==> src/rtl/wbps_pkg.sv <==
// ----------------------------------------------------------------------------
// wbps_pkg
// Shared types and constants for the wildcard byte pattern scanner.
// ----------------------------------------------------------------------------
`default_nettype none

package wbps_pkg;

  localparam int MAX_PATTERN_DEF = 64;

  localparam int LENGTH_REG_W = 7;
  localparam int OFFSET_W     = 32;
  localparam int COUNT_W      = 8;
  localparam int INDEX_W      = 6;
  localparam int BYTE_W       = 8;
  localparam int IN_DATA_W    = 24;
  localparam int OUT_DATA_W   = 48;
  localparam int CFG_INDEX_W  = 1;
  localparam int CFG_DATA_W   = 32;

  // request kinds carried on tuser
  localparam logic CMD_LOAD = 1'b0;
  localparam logic CMD_SCAN = 1'b1;

  // configuration register indexes
  localparam logic [CFG_INDEX_W-1:0] REG_PATTERN_LENGTH = 1'b0;
  localparam logic [CFG_INDEX_W-1:0] REG_START_OFFSET   = 1'b1;

  // control broadcast to every cell of the ring
  typedef struct packed {
    logic              scan;      // shift the window, new byte at the tail
    logic              rot_up;    // rotate, cell j takes cell j+1
    logic              rot_down;  // rotate, cell j takes cell j-1
    logic [BYTE_W-1:0] data;
    logic              load;      // write one pattern entry
    logic [INDEX_W-1:0] index;
    logic [BYTE_W-1:0] value;
    logic              wild;
  } ring_ctrl_t;

  typedef struct packed {
    logic b_last_pend;  // last scan byte under evaluation
    logic c_full;       // finished result waiting for the output register
  } tally_status_t;

endpackage

`default_nettype wire

==> src/rtl/wbps_cell.sv <==
// ----------------------------------------------------------------------------
// wbps_cell
// One ring cell: holds a pattern entry and the window byte aligned to it.
// ----------------------------------------------------------------------------
`default_nettype none

module wbps_cell
  import wbps_pkg::*;
#(
  parameter int MAX_PATTERN = MAX_PATTERN_DEF,
  parameter int IDX         = 0
) (
  input  wire logic                              clk,
  input  wire ring_ctrl_t                        ctrl,
  input  wire logic [$clog2(MAX_PATTERN+1)-1:0]  align,
  input  wire logic [BYTE_W-1:0]                 up_byte,
  input  wire logic [BYTE_W-1:0]                 down_byte,
  output logic      [BYTE_W-1:0]                 win_byte,
  output logic                                   ok
);

  localparam int LEN_W = $clog2(MAX_PATTERN + 1);

  logic [BYTE_W-1:0] pat_byte;
  logic              pat_wild;
  logic              tail;
  logic              active;
  logic              load_hit;

  assign tail     = (align == LEN_W'(IDX + 1));
  assign active   = (LEN_W'(IDX) < align);
  assign load_hit = ctrl.load && (int'(ctrl.index) == IDX);

  always_ff @(posedge clk) begin
    if (load_hit) begin
      pat_byte <= ctrl.value;
      pat_wild <= ctrl.wild;
    end
    if (ctrl.scan) begin
      win_byte <= tail ? ctrl.data : up_byte;
    end else if (ctrl.rot_up) begin
      win_byte <= up_byte;
    end else if (ctrl.rot_down) begin
      win_byte <= down_byte;
    end
  end

  assign ok = !active || pat_wild || (pat_byte == win_byte);

endmodule

`default_nettype wire

==> src/rtl/wbps_tally.sv <==
// ----------------------------------------------------------------------------
// wbps_tally
// Match counting, region bookkeeping and the result output register.
// ----------------------------------------------------------------------------
`default_nettype none

module wbps_tally
  import wbps_pkg::*;
#(
  parameter int MAX_PATTERN = MAX_PATTERN_DEF
) (
  input  wire logic                              clk,
  input  wire logic                              rst,
  input  wire logic                              scan_req,
  input  wire logic                              last_req,
  input  wire logic                              hit,
  input  wire logic [$clog2(MAX_PATTERN+1)-1:0]  align,
  input  wire logic [OFFSET_W-1:0]               start_offset,
  input  wire logic                              m_tready,
  output logic                                   m_tvalid,
  output logic      [OUT_DATA_W-1:0]             m_tdata,
  output tally_status_t                          status
);

  localparam int LEN_W = $clog2(MAX_PATTERN + 1);

  logic                b_valid;
  logic                b_last;
  logic [LEN_W-1:0]    fill;
  logic [OFFSET_W-1:0] bytes_seen;
  logic [COUNT_W-1:0]  count;
  logic [OFFSET_W-1:0] last_start;

  logic                c_valid;
  logic [COUNT_W-1:0]  c_count;
  logic [OFFSET_W-1:0] c_start;

  logic                out_valid;
  logic [OFFSET_W-1:0] out_offset;
  logic                out_unique;
  logic [COUNT_W-1:0]  out_count;

  logic [LEN_W-1:0]    fill_next;
  logic [OFFSET_W-1:0] seen_next;
  logic                win_hit;
  logic [COUNT_W-1:0]  count_next;
  logic [OFFSET_W-1:0] start_next;
  logic                c_pop;

  always_comb begin
    fill_next  = (fill < LEN_W'(MAX_PATTERN)) ? fill + LEN_W'(1) : fill;
    seen_next  = bytes_seen + OFFSET_W'(1);
    win_hit    = hit && (fill_next >= align);
    count_next = (win_hit && (count != {COUNT_W{1'b1}})) ? count + COUNT_W'(1) : count;
    start_next = win_hit ? seen_next - OFFSET_W'(align) : last_start;
  end

  assign c_pop = c_valid && (!out_valid || m_tready);

  always_ff @(posedge clk) begin
    if (rst) begin
      b_valid    <= 1'b0;
      b_last     <= 1'b0;
      fill       <= '0;
      bytes_seen <= '0;
      count      <= '0;
      last_start <= '0;
      c_valid    <= 1'b0;
      out_valid  <= 1'b0;
    end else begin
      b_valid <= scan_req;
      b_last  <= scan_req && last_req;

      if (b_valid) begin
        if (b_last) begin
          // region done: hand off and clear for the next one
          c_count    <= count_next;
          c_start    <= start_next;
          fill       <= '0;
          bytes_seen <= '0;
          count      <= '0;
          last_start <= '0;
        end else begin
          fill       <= fill_next;
          bytes_seen <= seen_next;
          count      <= count_next;
          last_start <= start_next;
        end
      end

      if (b_valid && b_last) begin
        c_valid <= 1'b1;
      end else if (c_pop) begin
        c_valid <= 1'b0;
      end

      if (c_pop) begin
        out_valid  <= 1'b1;
        out_count  <= c_count;
        out_unique <= (c_count == COUNT_W'(1));
        out_offset <= (c_count == COUNT_W'(1)) ? start_offset + c_start : '0;
      end else if (m_tready) begin
        out_valid <= 1'b0;
      end
    end
  end

  assign m_tvalid = out_valid;
  assign m_tdata  = {{(OUT_DATA_W - OFFSET_W - 1 - COUNT_W){1'b0}},
                     out_count, out_unique, out_offset};

  assign status.b_last_pend = b_valid && b_last;
  assign status.c_full      = c_valid;

endmodule

`default_nettype wire

==> src/rtl/wildcard_byte_pattern_scanner_core.sv <==
// ----------------------------------------------------------------------------
// wildcard_byte_pattern_scanner_core
// Wildcard byte signature search over a byte stream, built on a ring of cells.
// ----------------------------------------------------------------------------
// Throughput: one load or scan request per cycle while s_axis_tready is high; a scan
//   byte shifts the cell ring once, and the compare of all cells plus the tally takes
//   the next cycle. A region's last byte passes evaluation, staging and output registers;
//   input stalls after that byte until staging empties, longer while m_axis_tready is low.
// A pattern_length write rotates the ring one cell a cycle; input stalls until aligned.
// Reset (rst, synchronous): counters clear, pattern_length 1, start_offset 0.
`default_nettype none

module wildcard_byte_pattern_scanner_core
  import wbps_pkg::*;
#(
  parameter int MAX_PATTERN = MAX_PATTERN_DEF
) (
  input  wire logic                   clk,
  input  wire logic                   rst,
  // configuration write port
  input  wire logic                   cfg_we,
  input  wire logic [CFG_INDEX_W-1:0] cfg_index,
  input  wire logic [CFG_DATA_W-1:0]  cfg_data,
  // request stream
  input  wire logic                   s_axis_tvalid,
  output logic                        s_axis_tready,
  // [5:0] entry_index, [13:6] entry_value, [14] entry_wild, [22:15] data_byte
  input  wire logic [IN_DATA_W-1:0]   s_axis_tdata,
  // [0] cmd
  input  wire logic                   s_axis_tuser,
  input  wire logic                   s_axis_tlast,
  // result stream
  output logic                        m_axis_tvalid,
  input  wire logic                   m_axis_tready,
  // [31:0] match_offset, [32] unique_match, [40:33] match_count
  output logic      [OUT_DATA_W-1:0]  m_axis_tdata
);

  localparam int LEN_W = $clog2(MAX_PATTERN + 1);

  logic [LENGTH_REG_W-1:0] pattern_length;
  logic [OFFSET_W-1:0]     start_offset;
  logic [LEN_W-1:0]        used_len;
  logic [LEN_W-1:0]        align;
  logic                    aligned;
  logic                    accept;
  ring_ctrl_t              ctrl;
  logic [BYTE_W-1:0]       win [MAX_PATTERN];
  logic [MAX_PATTERN-1:0]  ok;
  logic                    hit;
  tally_status_t           status;

  always_ff @(posedge clk) begin
    if (rst) begin
      pattern_length <= LENGTH_REG_W'(1);
      start_offset   <= '0;
    end else if (cfg_we) begin
      case (cfg_index)
        REG_PATTERN_LENGTH: pattern_length <= cfg_data[LENGTH_REG_W-1:0];
        REG_START_OFFSET:   start_offset   <= cfg_data[OFFSET_W-1:0];
        default: ;
      endcase
    end
  end

  // clamp the length register to 1..MAX_PATTERN
  always_comb begin
    if (pattern_length == '0) begin
      used_len = LEN_W'(1);
    end else if (32'(pattern_length) > 32'(MAX_PATTERN)) begin
      used_len = LEN_W'(MAX_PATTERN);
    end else begin
      used_len = LEN_W'(pattern_length);
    end
  end

  assign aligned = (align == used_len);

  // align tracks the length the ring is laid out for; step it one cell a cycle
  always_ff @(posedge clk) begin
    if (rst) begin
      align <= LEN_W'(1);
    end else if (align > used_len) begin
      align <= align - LEN_W'(1);
    end else if (align < used_len) begin
      align <= align + LEN_W'(1);
    end
  end

  assign s_axis_tready = aligned && !status.b_last_pend && !status.c_full;
  assign accept        = s_axis_tvalid && s_axis_tready;

  always_comb begin
    ctrl.scan     = accept && (s_axis_tuser == CMD_SCAN);
    ctrl.load     = accept && (s_axis_tuser == CMD_LOAD);
    ctrl.rot_up   = align > used_len;
    ctrl.rot_down = align < used_len;
    ctrl.data     = s_axis_tdata[22:15];
    ctrl.index    = s_axis_tdata[5:0];
    ctrl.value    = s_axis_tdata[13:6];
    ctrl.wild     = s_axis_tdata[14];
  end

  for (genvar j = 0; j < MAX_PATTERN; j++) begin : g_cell
    wbps_cell #(
      .MAX_PATTERN (MAX_PATTERN),
      .IDX         (j)
    ) u_cell (
      .clk       (clk),
      .ctrl      (ctrl),
      .align     (align),
      .up_byte   (win[(j + 1) % MAX_PATTERN]),
      .down_byte (win[(j + MAX_PATTERN - 1) % MAX_PATTERN]),
      .win_byte  (win[j]),
      .ok        (ok[j])
    );
  end

  assign hit = &ok;

  wbps_tally #(
    .MAX_PATTERN (MAX_PATTERN)
  ) u_tally (
    .clk          (clk),
    .rst          (rst),
    .scan_req     (ctrl.scan),
    .last_req     (s_axis_tlast),
    .hit          (hit),
    .align        (align),
    .start_offset (start_offset),
    .m_tready     (m_axis_tready),
    .m_tvalid     (m_axis_tvalid),
    .m_tdata      (m_axis_tdata),
    .status       (status)
  );

  a_last_reaches_eval: assert property (@(posedge clk) disable iff (rst)
    (ctrl.scan && s_axis_tlast) |=> status.b_last_pend)
    else $error("last scan byte not taken into evaluation");

  a_eval_to_stage: assert property (@(posedge clk) disable iff (rst)
    status.b_last_pend |=> status.c_full)
    else $error("finished region result was not staged");

  a_unique_count: assert property (@(posedge clk) disable iff (rst)
    m_axis_tvalid |-> (m_axis_tdata[32] == (m_axis_tdata[40:33] == 8'd1)))
    else $error("unique flag disagrees with match count");

  a_ring_op: assert property (@(posedge clk) disable iff (rst)
    $onehot0({ctrl.scan, ctrl.rot_up, ctrl.rot_down}))
    else $error("scan shift collides with ring rotation");

endmodule

`default_nettype wire

==> config.mk <==
export PLATFORM = sky130hd
export DESIGN_NAME = wildcard_byte_pattern_scanner_core
export DESIGN_NICKNAME = d
export VERILOG_FILES = /design/src/rtl/wbps_pkg.sv /design/src/rtl/wbps_cell.sv /design/src/rtl/wbps_tally.sv /design/src/rtl/wildcard_byte_pattern_scanner_core.sv
export SDC_FILE = /design/constraint.sdc
export NUM_CORES = 2
export LEC_CHECK = 0
export BUFFER_PORTS_ARGS = -buffer_cell sky130_fd_sc_hd__buf_4
export CAP_MARGIN = 15
export CORE_UTILIZATION = 35
export DETAILED_ROUTE_END_ITERATION = 10
export SETUP_SLACK_MARGIN = 0.4
export SYNTH_ARGS = -nofsm -noshare
export SYNTH_HDL_FRONTEND = slang
export SYNTH_SLANG_ARGS = --single-unit
==> constraint.sdc <==
create_clock -name clk -period 14.6 [get_ports clk]
set_input_delay 0.73 -clock clk [delete_from_list [all_inputs] [get_ports clk]]
set_output_delay 0.73 -clock clk [all_outputs]
set_load 0.01 [all_outputs]
==> flow_summary.json <==
{
  "outcome": "complete, no violations",
  "path_common_cell": "buf_4",
  "grtUsageTotal_pct": 21.4,
  "wl_um": 196000,
  "slew_headroom_pct": 18.1,
  "drive_gt1_share_pct": 9.03,
  "p_comb_share_pct": 38.6,
  "overflow": 0,
  "cts_buffer_depth": 3,
  "synth_area_leaders": "edfxtp_1 57%, a221o_1 8.0%, xor2_1 6.8%",
  "critical_path_class": "flop to flop",
  "grt_max_degree": 173,
  "synth_edf_count": 1169,
  "core_area_um2": 175000,
  "crit_required_ns": 15.24,
  "rows": 153,
  "cp_max_fo": 88,
  "power_density_nw_per_um2": 236,
  "period_minus_slack_ns": 7.02,
  "worstMarginPinSlew_ns": 1.22,
  "p_clk_share_pct": 21.1,
  "synth_warnings": 0,
  "ys_seq_area_share_pct": 61.0,
  "dp_hpwl_um": 127000,
  "initial_core_util_pct": 35.4,
  "async_flop_share_pct": 0,
  "area_growth_pct": 12.3,
  "syn_area_um2": 61800,
  "synthTopCellsByCount": "1169 x edfxtp_1, 496 x a221o_1, 483 x xor2_1",
  "die_w_um": 422,
  "finalCritPeriodShare_pct": 48.1,
  "cts_made_buffers": 137,
  "fp.dieH_um": 422,
  "final.setup_skew_ns": 0.0353,
  "gp_congestion": 0.927,
  "cp.arrival_ns": 7.66,
  "antenna_left": 0,
  "cts_tree": "yes",
  "slowest_delay_ns": 0.92,
  "reg2reg_slack_ns": 7.58,
  "avgSynthCellArea_um2": 12.8,
  "p_switching_mw": 6.57,
  "cellLeakagePower_nw": 24.9,
  "hp-class": "primary input to flop",
  "cts_hold_buffers": 0,
  "finalHoldViolations": 0,
  "ys.flop_type": "edfxtp_1",
  "drc": 0,
  "drt_iter0_drc": 5646,
  "numPortBuffers": 105,
  "maxCapViolCount": 0,
  "seqPwrFrac_pct": 40.3,
  "slew_viol_final": 0,
  "syn_inst": 4831,
  "p_total_mw": 16.4,
  "cts_num_sinks": 1298,
  "cts_resized": 0,
  "synth_top_cell_by_area": "edfxtp_1",
  "pre_cts_slack_ns": 7.72,
  "cts_max_level": 4,
  "fin_nets": 5002,
  "post_cts_buffers": 0,
  "path_clk_slew_ns": 0.07,
  "tns_ns": 0,
  "endpoint_kind": "flop",
  "first_pass_iters": 6,
  "peakVddDrop_mv": 0.303,
  "clk_latency_ns": 0.80,
  "wl_per_cell_um": 26.7,
  "grt_pass1_vias": 40800,
  "place_area_um2": 65000,
  "antenna_found_initial": 15,
  "crit_slowest_cell": "buf_4",
  "worst_slack_ns": 7.58,
  "critPathLaunchType": "flop",
  "fmax_mhz": 142,
  "final_area_um2": 69400,
  "cts-root-buf": "clkbuf_16",
  "yosysMostFrequentCell": "edfxtp_1",
  "setup_viol": 0,
  "hold_slack_ns": 0.137,
  "ys_ff_latch": 1298,
  "viasPerCell": 5.86,
  "p_sw_share_pct": 40.2,
  "die_area_um2": 178000,
  "path_cells": "inv_1 -> ha_1 -> nor2b_1 -> o21a_1 -> o21a_1 -> o21a_1 -> o21a_1 -> o21ai_0 -> a21boi_1 -> buf_4 -> nor2_4 -> buf_4 -> buf_4 -> buf_4 -> buf_4 -> a221o_1",
  "rsz0062_at_grt": "false",
  "grt_pass1_wl_um": 283000,
  "pin_count": 114,
  "yosysTopAreaCellShare_pct": 56.8,
  "p_int_mw": 9.79,
  "vias": 42900,
  "ys_types": 91
}
placed cells by master, fill, tap and decap left out, types with 15 or more instances in the layout:
| cell | count |
|---|---|
| edfxtp_1 | 1169 |
| a221o_1 | 496 |
| xor2_1 | 483 |
| and2_1 | 377 |
| nand2_1 | 273 |
| nor2_1 | 258 |
| buf_4 | 171 |
| nor3_1 | 152 |
| clkbuf_16 | 140 |
| nor4_1 | 136 |
| dfxtp_1 | 129 |
| a21oi_1 | 124 |
| xnor2_1 | 117 |
| o21ai_0 | 108 |
| nand3_1 | 95 |
| and3_1 | 72 |
| ha_1 | 61 |
| inv_1 | 41 |
| o21a_1 | 40 |
| nand4_1 | 35 |
| a221oi_1 | 35 |
| clkinv_1 | 29 |
| mux2_2 | 28 |
| a21o_1 | 28 |
| a211oi_1 | 28 |
| clkbuf_1 | 26 |
| clkinv_2 | 22 |
| a21boi_0 | 20 |
| mux2i_1 | 16 |
| or3_1 | 15 |
kinds of logic (layout without fill, tap and decap cells):
logic type | Yosys count | after routing | synth area share, %
adders and majority gates | 63 | 63 | 1.30
buffers and inverters | 321 | 467 | 2.10
other | 1 | 13 | 0.00607
AOI/OAI and AO/OA | 987 | 987 | 13.3
DFF | 1298 | 1298 | 61.0
muxes | 45 | 45 | 0.787
xor gates and xnor gates | 600 | 600 | 8.50
and+or+nand+nor | 1516 | 1516 | 13.0
flip-flops by register name (all words and copies together), names as in the netlist, 8 cells and up:
| name | cells |
|---|---|
| u_tally.last_start | 32 |
| u_tally.c_count | 8 |
| u_tally.count | 8 |
| g_cell.u_cell.pat_byte | 512 |
| u_tally.bytes_seen | 32 |
| u_tally.out_count | 8 |
| start_offset | 32 |
| g_cell.u_cell.win_byte | 512 |
| g_cell.u_cell.pat_wild | 64 |
| u_tally.c_start | 32 |
| u_tally.out_offset | 32 |
layout make-up:
class                   instances  area, µm²
clock buffers                 176       3740
flip-flops and latches       1298      37700
repair buffers                175       1370
diodes                          6       15.0
inverters                      45        169
well taps                    2325       2910
fillers                     16400     105000
multi-input cells            3218      22900
clock inverters                71        578
per-layer routing:
metal  track usage, %  up-vias  wire length [µm]
li1                 -    18800                 -
met1             29.2    21400             80400
met2             32.7     2286             87400
met3             5.16      419             20400
met4             8.33        8              7420
met5                0        -                61
worst max-delay path, delay by kind of cell, from the launching register on:
family	cells	cell delay [ns]
compound gates	7	1.45
buf+inv	6	3.86
flops	1	0.60
simple gates	2	0.60
fa+ha+maj	1	0.22
metrics by stage:
| step | utilization [%] | cells |
|---|---|---|
| after floorplan | - | 4837 |
| after global placement | 37.2 | 7058 |
| after detailed placement | 37.2 | 7058 |
| after CTS | 39.7 | 7305 |
| after global routing | 39.7 | 7309 |
| final | 39.8 | 7314 |
worst paths after layout:
path                                          from                             to  cells after the start
worst min-delay path              s_axis_tdata[14]      g_cell[9].u_cell.pat_wild                      1
worst max register to register            align[0]  g_cell[52].u_cell.win_byte[4]                     16
worst max-delay path                      align[0]  g_cell[52].u_cell.win_byte[4]                     16
worst min register to register  u_tally.c_count[6]           u_tally.out_count[6]                      0
power by group through the flow:
stage	Sequential, mW	Clock, mW	Combinational [mW]
finish	6.59	3.46	6.32
global route	6.64	3.63	6.74
global placement	6.63	0	6.04
detailed placement	6.64	0	6.19
CTS	6.57	3.49	6.20
floorplan	6.36	0	4.43
No activity file was read; power rests on OpenSTA's default activity.
